## src/hdl/ptp_pkg.sv

```systemverilog
`timescale 1ns / 1ps

package ptp_pkg;

    // Default sizing of the table
    localparam int ENTRIES_DEF    = 64;
    localparam int PAYLOAD_W_DEF  = 32;
    localparam int PRIORITY_W_DEF = 16;

    // Width of the id carried on the cell command bus (covers up to 1024 entries)
    localparam int CMD_ID_W = 10;

    // Request codes
    localparam logic [2:0] REQ_ADD         = 3'd0;
    localparam logic [2:0] REQ_PROMOTE     = 3'd1;
    localparam logic [2:0] REQ_GET_MAX     = 3'd2;
    localparam logic [2:0] REQ_POP_MAX     = 3'd3;
    localparam logic [2:0] REQ_IS_VALID    = 3'd4;
    localparam logic [2:0] REQ_GET_PAYLOAD = 3'd5;

    // Status codes
    localparam logic [1:0] ST_OK    = 2'd0;
    localparam logic [1:0] ST_FULL  = 2'd1;
    localparam logic [1:0] ST_EMPTY = 2'd2;
    localparam logic [1:0] ST_BADID = 2'd3;

    // Operation broadcast to all cells
    typedef enum logic [1:0] {
        CELL_NOP,
        CELL_ADD,
        CELL_PROMOTE,
        CELL_RETIRE
    } cell_op_t;

    // Command bus from the controller to the cell row
    typedef struct packed {
        cell_op_t              op;
        logic                  match;  // scan picks the entry named by id, not the max
        logic [CMD_ID_W-1:0]   id;
    } cell_cmd_t;

    // Controller states
    typedef enum logic [2:0] {
        S_IDLE,
        S_EXEC,
        S_LAUNCH,
        S_SCAN,
        S_RESULT
    } ptp_state_t;

endpackage

```

## src/hdl/ptp_cell.sv

```systemverilog
`timescale 1ns / 1ps

module ptp_cell
    import ptp_pkg::*;
#(
    parameter int PAYLOAD_W  = PAYLOAD_W_DEF,
    parameter int PRIORITY_W = PRIORITY_W_DEF,
    parameter int ID_W       = 6,
    parameter int CELL_ID    = 0
)
(
    input  logic                  clk,
    input  logic                  rst_n,
    input  cell_cmd_t             cmd,
    input  logic [PAYLOAD_W-1:0]  wr_payload,
    input  logic                  go_in,
    input  logic                  cin_valid,
    input  logic [ID_W-1:0]       cin_id,
    input  logic [PRIORITY_W-1:0] cin_prio,
    input  logic [PAYLOAD_W-1:0]  cin_payload,
    output logic                  go_out,
    output logic                  cout_valid,
    output logic [ID_W-1:0]       cout_id,
    output logic [PRIORITY_W-1:0] cout_prio,
    output logic [PAYLOAD_W-1:0]  cout_payload,
    output logic                  live
);

    logic                  live_reg, live_next;
    logic [PRIORITY_W-1:0] prio_reg, prio_next;
    logic [PAYLOAD_W-1:0]  payload_reg, payload_next;
    logic                  go_reg;
    logic                  cv_reg, cv_next;
    logic [ID_W-1:0]       cid_reg, cid_next;
    logic [PRIORITY_W-1:0] cprio_reg, cprio_next;
    logic [PAYLOAD_W-1:0]  cpay_reg, cpay_next;
    logic                  hit;
    logic                  take;

    assign hit = (cmd.id == CMD_ID_W'(CELL_ID));

    // Entry update from the broadcast command
    always_comb
    begin
        live_next    = live_reg;
        prio_next    = prio_reg;
        payload_next = payload_reg;
        if (hit)
        begin
            case (cmd.op)
                CELL_ADD:
                begin
                    live_next    = 1'b1;
                    prio_next    = '0;
                    payload_next = wr_payload;
                end
                CELL_PROMOTE:
                begin
                    if (prio_reg != {PRIORITY_W{1'b1}})
                        prio_next = prio_reg + PRIORITY_W'(1);
                end
                CELL_RETIRE:
                    live_next = 1'b0;
                default:
                    live_next = live_reg;
            endcase
        end
    end

    // Chain stage: replace the candidate with this entry when it wins;
    // >= lets the higher id win a tie since the scan runs upward
    always_comb
    begin
        if (cmd.match)
            take = live_reg && hit;
        else
            take = live_reg && (!cin_valid || (prio_reg >= cin_prio));
        if (take)
        begin
            cv_next    = 1'b1;
            cid_next   = ID_W'(CELL_ID);
            cprio_next = prio_reg;
            cpay_next  = payload_reg;
        end
        else
        begin
            cv_next    = cin_valid;
            cid_next   = cin_id;
            cprio_next = cin_prio;
            cpay_next  = cin_payload;
        end
    end

    // Control flops
    always_ff @(posedge clk or negedge rst_n)
    begin
        if (!rst_n)
        begin
            live_reg <= 1'b0;
            go_reg   <= 1'b0;
            cv_reg   <= 1'b0;
        end
        else
        begin
            live_reg <= live_next;
            go_reg   <= go_in;
            cv_reg   <= cv_next;
        end
    end

    // Payload flops
    always_ff @(posedge clk)
    begin
        prio_reg    <= prio_next;
        payload_reg <= payload_next;
        cid_reg     <= cid_next;
        cprio_reg   <= cprio_next;
        cpay_reg    <= cpay_next;
    end

    assign go_out       = go_reg;
    assign cout_valid   = cv_reg;
    assign cout_id      = cid_reg;
    assign cout_prio    = cprio_reg;
    assign cout_payload = cpay_reg;
    assign live         = live_reg;

endmodule

```

## config.mk

```make
export PLATFORM = sky130hd
export DESIGN_NAME = ptp_cell
export DESIGN_NICKNAME = d
export VERILOG_FILES = /design/src/hdl/ptp_pkg.sv /design/src/hdl/ptp_cell.sv
export SDC_FILE = /design/constraint.sdc
export NUM_CORES = 1
export LEC_CHECK = 0
export ABC_AREA = 1
export BUFFER_PORTS_ARGS = -buffer_cell sky130_fd_sc_hd__buf_2
export CAP_MARGIN = 20
export CORE_MARGIN = 5
export CORE_UTILIZATION = 45
export DETAILED_ROUTE_END_ITERATION = 7
export MAX_ROUTING_LAYER = met4
export PLACE_DENSITY = 0.79
export SETUP_SLACK_MARGIN = 0.05
export SLEW_MARGIN = 20
export SYNTH_ARGS = -nofsm -noshare
export SYNTH_HDL_FRONTEND = slang
export SYNTH_SLANG_ARGS = --single-unit
```

## constraint.sdc

```tcl
create_clock -name clk -period 6.6 [get_ports clk]
set_input_delay 0.66 -clock clk [delete_from_list [all_inputs] [get_ports clk]]
set_output_delay 0.66 -clock clk [all_outputs]
set_load 0.05 [all_outputs]
```

==> out/results.ini <==
[synthesis]
postSynthAreaPerCell_um2=9.63
synth_common_cells=nand2_1 (134), nand3_1 (55), dfxtp_1 (54)
syn_nets=557
ys_top_cells_by_area=edfxtp_1 (34%), dfxtp_1 (26%), nand2_1 (12%), nand3_1 (6.5%), ha_1 (5.1%)
synth_top_area_share_pct=34.3
synth_most_common_cell=nand2_1
synth_cell_type_count=25
yosys_warnings=0
synth_top_flop_cell=dfxtp_1
async_flop_share_pct=2.86
syn-cell-area_mm2=0.00421
synth_edf_count=48
synth_seq_area_share_pct=61.7
ys_ff_latch=105
syn_inst=437
synth_top_area_cell=edfxtp_1

[pwr]
irDropWorstVdd_mv=0.101
p_per_area_mw_per_mm2=235
power.total_mw=1.24
swShare_pct=28.0
power_frac_clock_pct=30.7
leakage_nw=2.59
p_seq_share_pct=56.6
combPwrFrac_pct=12.7
switchingPower_uw=346
internal_power_uw=891

[outcome]
status=finished clean

[timing]
slew_violations=0
fin_crit_ns=3.30
relSlewSlack_pct=36.2
setup-tns-final_ns=0
hold_viol=0
rsz0062_at_grt=false
setup_violations=0
timing.fmax_ghz=0.303
period_share_pct=50.1
fin_skew_ns=0.0148
worstMarginPinSlew_ns=0.953

[global_routing]
grt_pass1_vias=3451
grt.busiest_layer=met2
grt_pass1_wl_mm=15.6
grt_use_met1_pct=20.7
use_met2_pct=29.4
grt_overflow=0
antenna_found_initial=0
grt_max_degree=56
grtUsageTotal_pct=17.6
use_met3_pct=3.49

[cells_and_area]
diodes=0
area_growth_pct=24.9
num-nets-final=713
post_route_cells_drive_above_1_share_pct=30.6
stdcell_count=709
fin_area_mm2=0.00526

[clock_tree]
path_clk_slew_ns=0.11
cts_resized=0
cts_max_path_buffers=2
cts_setup_buffers=0
cts_tree=done
cts.sinks=105
cts_root_buffer=clkbuf_8
cts_max_level=3
clk_latency_ns=0.36
cts_buffers=9
cts_hold_buf=0

[floorplan]
die_w_um=107
die-area_mm2=0.0114
fp.dieH_um=107
fp-row-count=35
num_io_pins=160
core_area_mm2=0.00920
start_util_pct=45.8

[worst_setup_path]
cp_slowest_cell=nand2_2
cpPeakStageDelay_ns=0.78
cp_max_fo=55
crit_arrival_ns=3.55
crit_path_end_kind=flip-flop
worst-setup-path-type=flip-flop to flip-flop
cp.required_ns=6.85
crit_family=simple AND/OR/NAND/NOR gates
crit_top_cell=nand2_1
crit_path_start_kind=flip-flop
worst-path-buf-inv=0
cp_cell_sequence=ha_1 -> nand2_1 -> nor2_1 -> nor2_1 -> nand2_1 -> nand2_1 -> nand2_1 -> nand2_1 -> nand2_1 -> nand2_1 -> nand2_2 -> nand2_2 -> nand2_1 -> nand2_1

[route]
wl_per_cell_um=13.9
drtIter0Drc=191
vias=3481
routed_via_density=4.91
drt_pass1_iterations=4
routed_wl_mm=9.85
drtAntennaViolNets=0
drc=0

[placement]
dp_hpwl_mm=7.36
dpl_cell_area_mm2=0.00507
place_congestion=0.840
io_buffers=159
dp.cells=693

[min_path]
hp-class=primary input to asynchronous set/reset pin

[run]
max_cap_viol_count=0

## power groups by stage
stage / combinational [mW] / clock (mW) / sequential (mW)
detailed placement: 0.158 / 0 / 0.716
finish: 0.157 / 0.379 / 0.701
floorplan: 0.0342 / 0 / 0.781
CTS: 0.159 / 0.385 / 0.701
global placement: 0.154 / 0 / 0.715
global route: 0.170 / 0.416 / 0.702
## final timing paths
check | from | end | slack (ns) | cells after the start
max | prio_reg[3] | cout_payload[10] | 3.30 | 14
min | rst_n | live | 0.08 | 1
max reg2reg | prio_reg[3] | cout_payload[10] | 3.30 | 14
min reg2reg | payload_reg[19] | cout_payload[19] | 0.47 | 2
max in group asynchronous | rst_n | go_out | 6.41 | 1
min in group clk | go_in | go_out | 0.41 | 1
## cells by family after synthesis
family	Yosys count	synth area share (%)
xor gates and xnor gates	1	0.208
DFF	105	61.7
and+or+nand+nor	225	22.5
adders and majority gates	17	5.05
AOI/OAI and AO/OA	31	4.64
buffers and inverters	58	5.92
## placed cells by master, fill, tap and decap left out, types with 2 or more instances in the layout
master / Yosys / layout
a21boi_0: 6 / 6
a21oi_1: 12 / 12
a221oi_1: 2 / 2
buf_2: 13 / 159
clkbuf_8: 0 / 9
clkinv_4: 0 / 3
dfrtp_1: 3 / 3
dfxtp_1: 54 / 54
edfxtp_1: 48 / 48
ha_1: 17 / 17
inv_1: 41 / 41
inv_2: 2 / 2
inv_8: 0 / 2
nand2_1: 134 / 134
nand2_2: 2 / 2
nand3_1: 55 / 55
nand4_1: 2 / 2
nor2_1: 22 / 21
nor3_1: 7 / 7
o21ai_0: 8 / 8
## worst reg2reg max path, delay by kind of cell, from the launching register on
kind                       cells  cell delay [ns]
DFF                            1             0.48
adders and majority gates      1             0.35
and+or+nand+nor               13             2.36
## metal layers
layer	part of all wire, %	wire, µm
met1	42	4110
met3	6.3	625
met2	49	4860
met4	2.6	261
met5	0	0
## layout make-up
| class | count | area [µm²] |
|---|---|---|
| Fill cell | 822 | 3940 |
| Sequential cell | 105 | 2600 |
| Multi-Input combinational cell | 274 | 1370 |
| Timing Repair Buffer | 160 | 803 |
| Inverter | 43 | 161 |
| Tap cell | 111 | 139 |
| Clock buffer | 10 | 128 |
| Clock inverter | 6 | 57.6 |
## through the flow
stage	util, %	hold WS [ns]	setup WS [ns]
6_report	57.1	0.0848	3.30
4_1_cts	57.1	0.0672	3.22
5_1_grt	57.1	0.0586	2.87
2_1_floorplan	-	0.364	3.07
3_3_place_gp	55.1	0.450	3.09
3_5_place_dp	55.1	0.455	2.94
No activity file was read; power rests on OpenSTA's default activity.
